==> config.mk <==
export PLATFORM = sky130hd
export DESIGN_NAME = dcc_round
export DESIGN_NICKNAME = d
export VERILOG_FILES = /design/src/hdl/des_cbc_cipher_defines.svh /design/src/hdl/dcc_pkg.sv /design/src/hdl/dcc_round.sv
export SDC_FILE = /design/constraint.sdc
export NUM_CORES = 1
export LEC_CHECK = 0
export ABC_AREA = 0
export BUFFER_PORTS_ARGS = -buffer_cell sky130_fd_sc_hd__buf_2
export CORE_AREA = 2 2 105 107
export DETAILED_ROUTE_END_ITERATION = 10
export DIE_AREA = 0 0 107 109
export PLACE_DENSITY = 0.95
export SLEW_MARGIN = 20
export SYNTH_ARGS = -nofsm -noshare
export SYNTH_HDL_FRONTEND = slang
export SYNTH_SLANG_ARGS = --single-unit
==> constraint.sdc <==
create_clock -name vclk -period 6
set_clock_uncertainty 0.15 [all_clocks]
set_input_delay 0.6 -clock vclk [all_inputs]
set_output_delay 0.6 -clock vclk [all_outputs]
set_load 0.05 [all_outputs]
==> src/hdl/des_cbc_cipher_defines.svh <==
// Assertion macros shared by the cipher RTL.
`ifndef DES_CBC_CIPHER_DEFINES_SVH
`define DES_CBC_CIPHER_DEFINES_SVH

// The consequent must hold in the same cycle as the antecedent.
`define DCC_ASSERT_SAME(label, clk, rst_n, ante, cons, msg) \
	label: assert property (@(posedge clk) disable iff (!rst_n) (ante) |-> (cons)) \
		else $error(msg);

// The consequent must hold in the cycle after the antecedent.
`define DCC_ASSERT_NEXT(label, clk, rst_n, ante, cons, msg) \
	label: assert property (@(posedge clk) disable iff (!rst_n) (ante) |=> (cons)) \
		else $error(msg);

`endif

==> src/hdl/dcc_pkg.sv <==
`timescale 1ns / 1ps
package dcc_pkg;

	localparam int ROUNDS = 16;
	localparam int HALF_KEY_BITS = 28;

	typedef enum logic [1:0] {
		REG_KEY = 2'd0,
		REG_IV  = 2'd1,
		REG_DIR = 2'd2,
		REG_NONE = 2'd3
	} reg_idx_t;

	typedef logic [47:0] subkey_t;

	localparam logic [6:0] IP_TAB [64] = '{
		58,50,42,34,26,18,10,2, 60,52,44,36,28,20,12,4,
		62,54,46,38,30,22,14,6, 64,56,48,40,32,24,16,8,
		57,49,41,33,25,17,9,1,  59,51,43,35,27,19,11,3,
		61,53,45,37,29,21,13,5, 63,55,47,39,31,23,15,7 };

	localparam logic [6:0] FP_TAB [64] = '{
		40,8,48,16,56,24,64,32, 39,7,47,15,55,23,63,31,
		38,6,46,14,54,22,62,30, 37,5,45,13,53,21,61,29,
		36,4,44,12,52,20,60,28, 35,3,43,11,51,19,59,27,
		34,2,42,10,50,18,58,26, 33,1,41,9,49,17,57,25 };

	localparam logic [5:0] E_TAB [48] = '{
		32,1,2,3,4,5, 4,5,6,7,8,9, 8,9,10,11,12,13, 12,13,14,15,16,17,
		16,17,18,19,20,21, 20,21,22,23,24,25, 24,25,26,27,28,29,
		28,29,30,31,32,1 };

	localparam logic [5:0] P_TAB [32] = '{
		16,7,20,21,29,12,28,17, 1,15,23,26,5,18,31,10,
		2,8,24,14,32,27,3,9,    19,13,30,6,22,11,4,25 };

	localparam logic [6:0] PC1_TAB [56] = '{
		57,49,41,33,25,17,9, 1,58,50,42,34,26,18,
		10,2,59,51,43,35,27, 19,11,3,60,52,44,36,
		63,55,47,39,31,23,15, 7,62,54,46,38,30,22,
		14,6,61,53,45,37,29, 21,13,5,28,20,12,4 };

	localparam logic [5:0] PC2_TAB [48] = '{
		14,17,11,24,1,5, 3,28,15,6,21,10, 23,19,12,4,26,8, 16,7,27,20,13,2,
		41,52,31,37,47,55, 30,40,51,45,33,48, 44,49,39,56,34,53,
		46,42,50,36,29,32 };

	// Total left rotation of each key half after each round.
	localparam logic [4:0] ROT_SUM [ROUNDS] = '{
		1,2,4,6,8,10,12,14,15,17,19,21,23,25,27,28 };

	localparam logic [3:0] SBOX [8][64] = '{
		'{14,4,13,1,2,15,11,8,3,10,6,12,5,9,0,7, 0,15,7,4,14,2,13,1,10,6,12,11,9,5,3,8,
		  4,1,14,8,13,6,2,11,15,12,9,7,3,10,5,0, 15,12,8,2,4,9,1,7,5,11,3,14,10,0,6,13},
		'{15,1,8,14,6,11,3,4,9,7,2,13,12,0,5,10, 3,13,4,7,15,2,8,14,12,0,1,10,6,9,11,5,
		  0,14,7,11,10,4,13,1,5,8,12,6,9,3,2,15, 13,8,10,1,3,15,4,2,11,6,7,12,0,5,14,9},
		'{10,0,9,14,6,3,15,5,1,13,12,7,11,4,2,8, 13,7,0,9,3,4,6,10,2,8,5,14,12,11,15,1,
		  13,6,4,9,8,15,3,0,11,1,2,12,5,10,14,7, 1,10,13,0,6,9,8,7,4,15,14,3,11,5,2,12},
		'{7,13,14,3,0,6,9,10,1,2,8,5,11,12,4,15, 13,8,11,5,6,15,0,3,4,7,2,12,1,10,14,9,
		  10,6,9,0,12,11,7,13,15,1,3,14,5,2,8,4, 3,15,0,6,10,1,13,8,9,4,5,11,12,7,2,14},
		'{2,12,4,1,7,10,11,6,8,5,3,15,13,0,14,9, 14,11,2,12,4,7,13,1,5,0,15,10,3,9,8,6,
		  4,2,1,11,10,13,7,8,15,9,12,5,6,3,0,14, 11,8,12,7,1,14,2,13,6,15,0,9,10,4,5,3},
		'{12,1,10,15,9,2,6,8,0,13,3,4,14,7,5,11, 10,15,4,2,7,12,9,5,6,1,13,14,0,11,3,8,
		  9,14,15,5,2,8,12,3,7,0,4,10,1,13,11,6, 4,3,2,12,9,5,15,10,11,14,1,7,6,0,8,13},
		'{4,11,2,14,15,0,8,13,3,12,9,7,5,10,6,1, 13,0,11,7,4,9,1,10,14,3,5,12,2,15,8,6,
		  1,4,11,13,12,3,7,14,10,15,6,8,0,5,9,2, 6,11,13,8,1,4,10,7,9,5,0,15,14,2,3,12},
		'{13,2,8,4,6,15,11,1,10,9,3,14,5,0,12,7, 1,15,13,8,10,3,7,4,12,5,6,11,0,14,9,2,
		  7,11,4,1,9,12,14,2,0,6,10,13,15,3,5,8, 2,1,14,7,4,10,8,13,15,12,9,0,3,5,6,11} };

	function automatic logic [63:0] perm_ip(input logic [63:0] v);
		logic [63:0] r;
		for (int i = 0; i < 64; i++) r[63-i] = v[64-int'(IP_TAB[i])];
		return r;
	endfunction

	function automatic logic [63:0] perm_fp(input logic [63:0] v);
		logic [63:0] r;
		for (int i = 0; i < 64; i++) r[63-i] = v[64-int'(FP_TAB[i])];
		return r;
	endfunction

	function automatic logic [55:0] perm_pc1(input logic [63:0] v);
		logic [55:0] r;
		for (int i = 0; i < 56; i++) r[55-i] = v[64-int'(PC1_TAB[i])];
		return r;
	endfunction

	function automatic logic [47:0] perm_pc2(input logic [55:0] v);
		logic [47:0] r;
		for (int i = 0; i < 48; i++) r[47-i] = v[56-int'(PC2_TAB[i])];
		return r;
	endfunction

	function automatic logic [31:0] feistel(input logic [31:0] v, input subkey_t k);
		logic [47:0] x;
		logic [5:0] six;
		logic [31:0] s;
		logic [31:0] r;
		for (int i = 0; i < 48; i++) x[47-i] = v[32-int'(E_TAB[i])];
		x = x ^ k;
		for (int b = 0; b < 8; b++) begin
			six = x[47-6*b -: 6];
			s[31-4*b -: 4] = SBOX[b][{six[5], six[0], six[4:1]}];
		end
		for (int i = 0; i < 32; i++) r[31-i] = s[32-int'(P_TAB[i])];
		return r;
	endfunction

endpackage

==> src/hdl/dcc_round.sv <==
`timescale 1ns / 1ps
module dcc_round (
	input  logic [31:0]      l_in,
	input  logic [31:0]      r_in,
	input  dcc_pkg::subkey_t k,
	output logic [31:0]      l_out,
	output logic [31:0]      r_out
);

	assign l_out = r_in;
	assign r_out = l_in ^ dcc_pkg::feistel(r_in, k);

endmodule

==> results.py, run 1 <==
metrics = {
    "floorplan": {
        "pin_count": 176,
        "die_area_um2": 11700,
        "rows": 38,
        "die_y_um": 109,
        "coreArea_um2": 10600,
        "initial_utilization_pct": 53.0,
        "die_w_um": 107,
    },
    "layout": {
        "fillCellCount": 911,
        "final_nets": 1042,
        "layout-drive-gt1-share_pct": 26.1,
        "seq_cell_count": 0,
        "area_delta_synth_final_pct": 13.9,
        "diodes": 0,
        "clkbuf_count": 0,
        "regArea_um2": 0,
        "final_common_cell": "buf_2",
        "layout_common_cells": "buf_2 (176), nand2_1 (75), xnor2_1 (71)",
    },
    "place": {
        "dpl_worst_slack_ns": 1.89,
        "hpwlAfterDp_um": 11200,
        "finalWeightedCongestion": 0.944,
        "portBuffers": 176,
    },
    "power": {
        "cellPowerDensity_nw_per_um2": 198,
        "power.leakage_nw": 2.84,
        "peakVddDrop_mv": 0.155,
    },
    "sta": {
        "finalMaxSlewViolations": 0,
        "setup_viol_count_final": 0,
        "final.period_utilization_pct": 68.1,
        "hold_ws_ns": 1.36,
        "fin_ws_ns": 1.91,
        "setup_tns_ns": 0,
        "hold_viol": 0,
        "post-route-min-period_ns": 4.09,
        "max_slew_margin_pct": 31.2,
        "worst_pin_slew_ns": 1.02,
        "max_freq_ghz": 0.245,
        "rsz0062_at_grt": "no",
    },
    "critical_path": {
        "cp_max_fo": 13,
        "arrival_ns": 3.34,
        "cp.required_ns": 5.25,
        "end_kind": "output port",
        "crit_path_start": "r_in[12]",
        "critPathKind": "primary input to output port",
        "cp-start-kind": "primary input",
        "endpoint": "r_out[24]",
    },
    "yosys": {
        "netlist_area_um2": 5610,
        "syn_inst": 744,
        "synth_cell_types": 55,
        "ys_warn_count": 0,
        "ys_seq_area_share_pct": 0,
        "syn-num-nets": 918,
        "syn_area_per_cell_um2": 7.55,
    },
    "clock_network": {
        "cts_hold_buf": 0,
        "cts_resized": 0,
        "cts_setup_buffers": 0,
    },
    "routing": {
        "wl_per_cell_um": 14.5,
        "ant_nets": 0,
        "dr.pass1.iters": 5,
        "finalWirelength_um": 14600,
        "vias": 6085,
        "drc": 0,
        "vias_per_cell": 6.05,
        "drtIter0Drc": 546,
    },
    "outcome": {
        "status": "finished, final reports clean",
    },
    "flow_run": {
        "drv_cap": 0,
    },
    "global_route": {
        "grt_pass1_wl_um": 23600,
        "grt_max_degree": 20,
        "grt_pass1_vias": 5473,
        "antenna_found_initial": 0,
        "grt_usage_pct": 23.1,
        "overflow": 0,
    },
    "worst_hold_path": {
        "min_from": "r_in[13]",
        "min_path_type": "primary input to output port",
    },
}
-- synth_stat cells (5+ instances only) --
cell type | number | share of area (%)
nand2_1 | 75 | 5.0
xnor2_1 | 72 | 11
ha_1 | 62 | 14
xor2_1 | 51 | 8.0
nor2_1 | 48 | 3.2
a21oi_1 | 43 | 3.8
inv_1 | 37 | 2.5
mux2i_1 | 36 | 6.4
o21ai_0 | 35 | 3.1
buf_4 | 32 | 4.3
clkbuf_1 | 25 | 1.7
mux4_2 | 24 | 9.6
a211oi_1 | 22 | 2.9
nor3_1 | 22 | 2.0
o211ai_1 | 21 | 2.8
nand3_1 | 18 | 1.6
a31oi_1 | 15 | 1.7
buf_2 | 11 | 0.98
a311oi_1 | 7 | 1.1
o2111ai_1 | 7 | 1.1
o22ai_1 | 7 | 0.78
a221oi_1 | 6 | 0.94
o221ai_1 | 6 | 0.94
xor2_2 | 6 | 1.7
o32ai_1 | 5 | 0.78
-- metrics by stage --
stage	power (mW)	cells	area (um2)	util [%]
6_report	1.27	1006	6390	60.3
5_1_grt	1.37	1006	6390	60.3
4_1_cts	1.26	1006	6390	60.2
3_5_place_dp	1.25	1006	6390	60.2
3_3_place_gp	1.22	1006	6390	60.2
2_1_floorplan	0.994	744	5610	-
-- cell families (layout without fill, tap and decap cells) --
kind of cell,count (synthesis),after routing,synth area share [%]
AND/OR/NAND/NOR,177,177,13.4
adder cells (fa/ha/maj),62,62,13.8
XOR/XNOR,130,130,21.2
AO/OA/AOI/OAI,204,204,24.7
buffers and inverters,107,229,9.54
multiplexers,64,64,17.4
-- critical path: stages --
cell and delay (ns):
buf_2 0.12, xor2_1 0.72, inv_1 0.33, ha_1 0.30
mux4_1 0.49, nor3_1 0.16, a31oi_1 0.08, nand3_1 0.14
xnor2_1 0.12, buf_2 0.28
-- how the worst min path moves through the flow --
stage	endpoint	slack (ns)	cells after the start
final	l_out[13]	1.36	2
after global routing	l_out[25]	1.36	2
after CTS	l_out[5]	1.36	2
after detailed placement	l_out[25]	1.36	2
after global placement	l_out[13]	1.36	2
after floorplan	l_out[0]	1.22	1
-- where the power goes --
part	internal [mW]	leakage, nW	total, mW	switching, mW
clock	0	0	0	0
sequential	0	0	0	0
combinational	0.438	2.84	1.27	0.831
total	0.438	2.84	1.27	0.831
-- metal layers --
layer	wire length [um]	share of wire, %	up-vias	GRT usage, %
li1	-	-	2940	-
met1	5980	41	2802	29.4
met2	7410	51	315	43.3
met3	961	6.6	28	1.20
met4	206	1.4	0	4.73
met5	0	0	-	0
-- final cells by class --
cell class	instances	area, um2	area share (%)
multi-input cells	637	5090	79.5
repair buffers	190	986	15.4
well taps	140	175	2.74
inverters	39	146	2.29
Note: power is estimated with default switching activity, not from simulation.
==> run 2: changes to the inputs <==
--- a/config.mk
+++ b/config.mk
@@ -5,12 +5,12 @@
 export SDC_FILE = /design/constraint.sdc
 export NUM_CORES = 1
 export LEC_CHECK = 0
-export ABC_AREA = 0
+export ABC_AREA = 1
 export BUFFER_PORTS_ARGS = -buffer_cell sky130_fd_sc_hd__buf_2
-export CORE_AREA = 2 2 105 107
+export CORE_AREA = 2 2 113 115
 export DETAILED_ROUTE_END_ITERATION = 10
-export DIE_AREA = 0 0 107 109
-export PLACE_DENSITY = 0.95
+export DIE_AREA = 0 0 115 117
+export PLACE_DENSITY = 0.93
 export SLEW_MARGIN = 20
 export SYNTH_ARGS = -nofsm -noshare
 export SYNTH_HDL_FRONTEND = slang
==> constraint.sdc (replaced) <==
create_clock -name vclk -period 3.7
set_clock_uncertainty 0.15 [all_clocks]
set_input_delay 0.37 -clock vclk [all_inputs]
set_output_delay 0.37 -clock vclk [all_outputs]
set_load 0.05 [all_outputs]
==> run 2 against run 1 <==
Compared with the run above: worst setup slack worse by 1.1 ns; critical path depth is 7 higher; synthesized area is 9.5% higher; combinational power is 28% higher; cell count is 52% higher; sequential share of layout area stayed put; die area is 15% higher; critical path type unchanged; via count is 35% higher; first-iteration DRC count is 58% higher; utilization is 4.2 points lower; global-route usage is 1.1 points higher; clock-buffer cell count stayed put.
==> results.py, run 2 <==
metrics = {
    "layout": {
        "fillCellCount": 1249,
        "layout_common_cells": "nand2_1 (624), nand3_1 (286), buf_2 (176)",
        "clkbuf_count": 0,
        "final_nets": 1557,
        "diodes": 0,
        "area_delta_synth_final_pct": 12.3,
        "multi_input_area_um2": 5250,
        "seq_cell_count": 0,
        "final_common_cell": "nand2_1",
        "regArea_um2": 0,
        "layout-drive-gt1-share_pct": 14.5,
    },
    "critical_path": {
        "endpoint": "r_out[3]",
        "path_delay_family": "simple AND/OR/NAND/NOR gates",
        "cp.required_ns": 3.18,
        "cp.depth": 17,
        "path_buf_inv": 5,
        "cp-start-kind": "primary input",
        "end_kind": "output port",
        "crit_path_top_delay_cell": "ha_1",
        "crit_chain": "buf_2, inv_1, nand2_1, nand2_1, inv_1, ha_1, inv_1, nand2_1, nand2_1, nand2_1, nand3_1, nand2_1, nand2_1, nand2_1, nand2_1, nand2_1, buf_2",
        "critPathKind": "primary input to output port",
        "crit_path_start": "r_in[9]",
        "arrival_ns": 2.39,
        "worst_path_largest_cell_delay_ns": 0.36,
        "cp_max_fo": 9,
        "cpMostUsedCell": "nand2_1",
    },
    "floorplan": {
        "die_y_um": 117,
        "coreArea_um2": 12300,
        "pin_count": 176,
        "die_w_um": 115,
        "rows": 41,
        "die_area_um2": 13500,
        "initial_utilization_pct": 49.9,
    },
    "yosys": {
        "yosys.area_share.adder_pct": 12.6,
        "syn_inst": 1254,
        "yosys-top-cells-count": "nand2_1 (624), nand3_1 (286), inv_1 (134)",
        "syn_area_per_cell_um2": 4.90,
        "synthSimpleGateAreaFrac_pct": 64.6,
        "syn-num-nets": 1428,
        "synth_compound_area_share_pct": 1.75,
        "synth_top_area_share_pct": 38.1,
        "ys_seq_area_share_pct": 0,
        "synth_xor_xnor_area_share_pct": 6.35,
        "ys_warn_count": 0,
        "yosys-top-cells-area": "nand2_1 (38%), nand3_1 (23%), ha_1 (13%)",
        "synthMuxAreaShare_pct": 0,
        "synth_area_leader_cell": "nand2_1",
        "synth_top_family_by_area": "simple AND/OR/NAND/NOR gates",
        "synth_most_common_cell": "nand2_1",
        "netlist_area_um2": 6150,
        "synth_cell_types": 23,
    },
    "sta": {
        "setup_tns_ns": 0,
        "max_freq_ghz": 0.344,
        "setup_viol_count_final": 0,
        "hold_ws_ns": 0.907,
        "finalMaxSlewViolations": 0,
        "worst_pin_slew_ns": 0.971,
        "rsz0062_at_grt": "no",
        "post-route-min-period_ns": 2.91,
        "max_slew_margin_pct": 34.8,
        "hold_viol": 0,
        "final.period_utilization_pct": 78.6,
    },
    "global_route": {
        "overflow": 0,
        "grt_pass1_vias": 6892,
        "grt_pass1_wl_um": 28500,
        "grt_usage_pct": 24.2,
        "antenna_found_initial": 0,
        "grt_max_degree": 21,
    },
    "routing": {
        "drtIter0Drc": 862,
        "vias": 8225,
        "wl_per_cell_um": 11.1,
        "wl_met1_um": 7120,
        "finalWirelength_um": 17100,
        "vias_per_cell": 5.37,
        "wl_met3_um": 1530,
        "drc": 0,
        "met2_length_um": 7970,
        "dr.pass1.iters": 8,
        "highest_layer": "met4",
        "ant_nets": 0,
    },
    "flow_run": {
        "drv_cap": 0,
    },
    "clock_network": {
        "cts_resized": 0,
        "cts_hold_buf": 0,
        "cts_setup_buffers": 0,
    },
    "place": {
        "finalWeightedCongestion": 0.976,
        "hpwlAfterDp_um": 13900,
        "portBuffers": 176,
    },
    "worst_hold_path": {
        "min_path_type": "primary input to output port",
        "min_path_cells": 2,
    },
    "power": {
        "power.leakage_nw": 4.43,
        "cellPowerDensity_nw_per_um2": 234,
        "peakVddDrop_mv": 0.144,
        "totalPowerFinal_mw": 1.62,
    },
    "outcome": {
        "status": "finished, final reports clean",
    },
}
## run 2: logic make-up after synthesis
group / after synthesis
AOI/OAI and AO/OA: 20
buffers and inverters: 196
adders and majority gates: 62
and+or+nand+nor: 940
xor gates and xnor gates: 36
## run 2: how the worst min path moves through the flow
| stage | startpoint | to |
|---|---|---|
| floorplan | r_in[0] | l_out[0] |
| global placement | r_in[17] | l_out[17] |
| detailed placement | r_in[17] | l_out[17] |
| CTS | r_in[17] | l_out[17] |
| global route | r_in[9] | l_out[9] |
| finish | r_in[17] | l_out[17] |
## run 2: metal layers
layer | vias up | GRT usage, %
met3 | 61 | 1.65
li1 | 4174 | -
met1 | 3542 | 30.6
met2 | 448 | 44.4
met5 | - | 0
met4 | 0 | 6.67
## run 2: where the power goes
part	internal [mW]	switching (mW)
registers	0	0
clock network	0	0
logic	0.481	1.14
total	0.481	1.14
## run 2: through the flow
| step | instance area (um2) | setup slack [ns] | utilization [%] | std cells |
|---|---|---|---|---|
| after floorplan | 6150 | 1.19 | - | 1254 |
| after global placement | 6910 | 0.885 | 56.1 | 1531 |
| after detailed placement | 6910 | 0.823 | 56.1 | 1531 |
| after CTS | 6910 | 0.809 | 56.1 | 1531 |
| after global routing | 6910 | 0.590 | 56.1 | 1531 |
| final | 6910 | 0.790 | 56.1 | 1531 |
## run 2: cell type report
cell class         instances  area share (%)
well taps                150            2.72
repair buffers           186            13.8
multi-input cells       1058            76.0
inverters                137            7.45
==> run 3: changes to the inputs <==
--- a/config.mk
+++ b/config.mk
@@ -5,11 +5,11 @@
 export SDC_FILE = /design/constraint.sdc
 export NUM_CORES = 1
 export LEC_CHECK = 0
-export ABC_AREA = 1
+export ABC_AREA = 0
 export BUFFER_PORTS_ARGS = -buffer_cell sky130_fd_sc_hd__buf_2
-export CORE_AREA = 2 2 113 115
+export CORE_AREA = 2 2 109 111
 export DETAILED_ROUTE_END_ITERATION = 10
-export DIE_AREA = 0 0 115 117
+export DIE_AREA = 0 0 111 113
 export PLACE_DENSITY = 0.93
 export SLEW_MARGIN = 20
 export SYNTH_ARGS = -nofsm -noshare
==> constraint.sdc (replaced) <==
create_clock -name vclk -period 2.5
set_clock_uncertainty 0.15 [all_clocks]
set_input_delay 0.25 -clock vclk [all_inputs]
set_output_delay 0.25 -clock vclk [all_outputs]
set_load 0.05 [all_outputs]
==> run 3 against run 2 <==
Compared with the run above: the run now ends with negative setup slack left; routed wire length is 120% higher; design area increased by 55%; combinational power grew to 3.5 times the previous value; highest routed layer unchanged; global-route usage grew 13 points; worst setup slack got worse by 1.4 ns; die area is 6.8% lower; sequential cell count stayed put; hold slack worse by 0.25 ns; via count is 14% higher; total power rose to 3.5 times the previous value; cell count fell by 19%; critical path type unchanged; sequential share of layout area is the same.
==> results.py, run 3 (synthesis gave the netlist of run 1 again) <==
metrics = {
    "outcome": {
        "status": "complete, but fails checks",
        "violations": "negative setup slack",
    },
    "power": {
        "cellPowerDensity_nw_per_um2": 535,
        "peakVddDrop_mv": 0.527,
        "power.leakage_nw": 4.50,
        "totalPowerFinal_mw": 5.73,
    },
    "place": {
        "finalWeightedCongestion": 0.975,
        "portBuffers": 176,
        "hpwlAfterDp_um": 14800,
        "dpl_worst_slack_ns": -0.318,
        "placed_area_um2": 8680,
    },
    "layout": {
        "clkbuf_count": 0,
        "area_delta_synth_final_pct": 91.0,
        "diodes": 0,
        "layout_common_cells": "buf_4 (198), buf_2 (115), buf_6 (80)",
        "final_common_cell": "buf_4",
        "regArea_um2": 0,
        "seq_cell_count": 0,
        "layout-drive-gt1-share_pct": 62.5,
        "final_nets": 1268,
        "fin_area_um2": 10700,
        "fillCellCount": 282,
    },
    "sta": {
        "hold_ws_ns": 0.652,
        "setup_tns_ns": -7.66,
        "max_freq_ghz": 0.322,
        "rsz0062_at_grt": "yes",
        "hold_viol": 0,
        "worst_pin_slew_ns": 0.666,
        "finalMaxSlewViolations": 0,
        "fin_ws_ns": -0.609,
        "setup_viol_count_final": 32,
        "post-route-min-period_ns": 3.11,
        "max_slew_margin_pct": 55.3,
        "final.period_utilization_pct": 124,
    },
    "flow_run": {
        "drv_cap": 0,
    },
    "worst_hold_path": {
        "min_path_type": "primary input to output port",
        "min_from": "l_in[22]",
    },
    "global_route": {
        "overflow": 0,
        "busiest_layer": "met2",
        "grt_usage_pct": 37.3,
        "grt_pass1_vias": 7999,
        "met1_usage_pct": 40.3,
        "grt_use_met3_pct": 4.55,
        "antenna_found_initial": 1,
        "grt_max_degree": 20,
        "grt_use_met2_pct": 69.9,
        "grt_pass1_wl_um": 39200,
    },
    "floorplan": {
        "die_y_um": 113,
        "rows": 39,
        "pin_count": 176,
        "coreArea_um2": 11300,
        "die_area_um2": 12500,
        "initial_utilization_pct": 49.8,
        "die_w_um": 111,
    },
    "routing": {
        "wl_per_cell_um": 30.1,
        "vias": 9343,
        "ant_nets": 0,
        "drc": 0,
        "dr.pass1.iters": 11,
        "drtIter0Drc": 1776,
        "vias_per_cell": 7.57,
        "finalWirelength_um": 37100,
    },
    "critical_path": {
        "end_kind": "output port",
        "arrival_ns": 2.71,
        "crit_path_start": "r_in[31]",
        "cp.required_ns": 2.10,
        "critPathKind": "primary input to output port",
        "cp_max_fo": 6,
        "cp-start-kind": "primary input",
    },
}
-- run 3: power by group --
group	total (mW)	switching, mW	internal, mW
Clock	0	0	0
Combinational	5.73	3.32	2.41
Sequential	0	0	0
-- run 3: timing repair --
action                                 CTS  global route
gates resized for setup                213           181
buffers inserted                        24            25
pin swaps                               80            86
endpoints found under the hold margin    0             0
gates cloned                             1             0
setup endpoints to repair               32            32
hold buffers                             0             0
-- run 3: final cells by class --
cell class                 count  area [um2]  area share [%]
multi-input combinational    637        7000            65.3
timing repair buffer         416        3360            31.3
tap                          143         179            1.67
inverter                      39         184            1.72
-- run 3: metrics by stage --
| stage | instances | utilization, % |
|---|---|---|
| after floorplan | 744 | - |
| after global placement | 1188 | 77.0 |
| after detailed placement | 1188 | 77.0 |
| after CTS | 1212 | 85.9 |
| after global routing | 1235 | 95.1 |
| final | 1235 | 95.1 |
-- run 3: worst paths after layout --
check / to / slack [ns] / depth (start not counted)
setup / recovery: r_out[23] / -0.61 / 11
hold / removal: r_out[22] / 0.65 / 3
-- run 3: metal layers --
metal | part of all wire (%) | routed length [um]
met2 | 43 | 15900
met3 | 14 | 5200
met4 | 15 | 5450
met1 | 29 | 10600
met5 | 0 | 0
-- run 3: worst max-delay path: stages --
cell       delay [ns]
buf_2            0.14
xnor2_1          0.40
buf_4            0.26
buf_4            0.18
buf_4            0.18
nor3_1           0.10
o21ai_0          0.42
o2111ai_1        0.25
o21ai_2          0.16
xnor2_2          0.16
buf_6            0.19
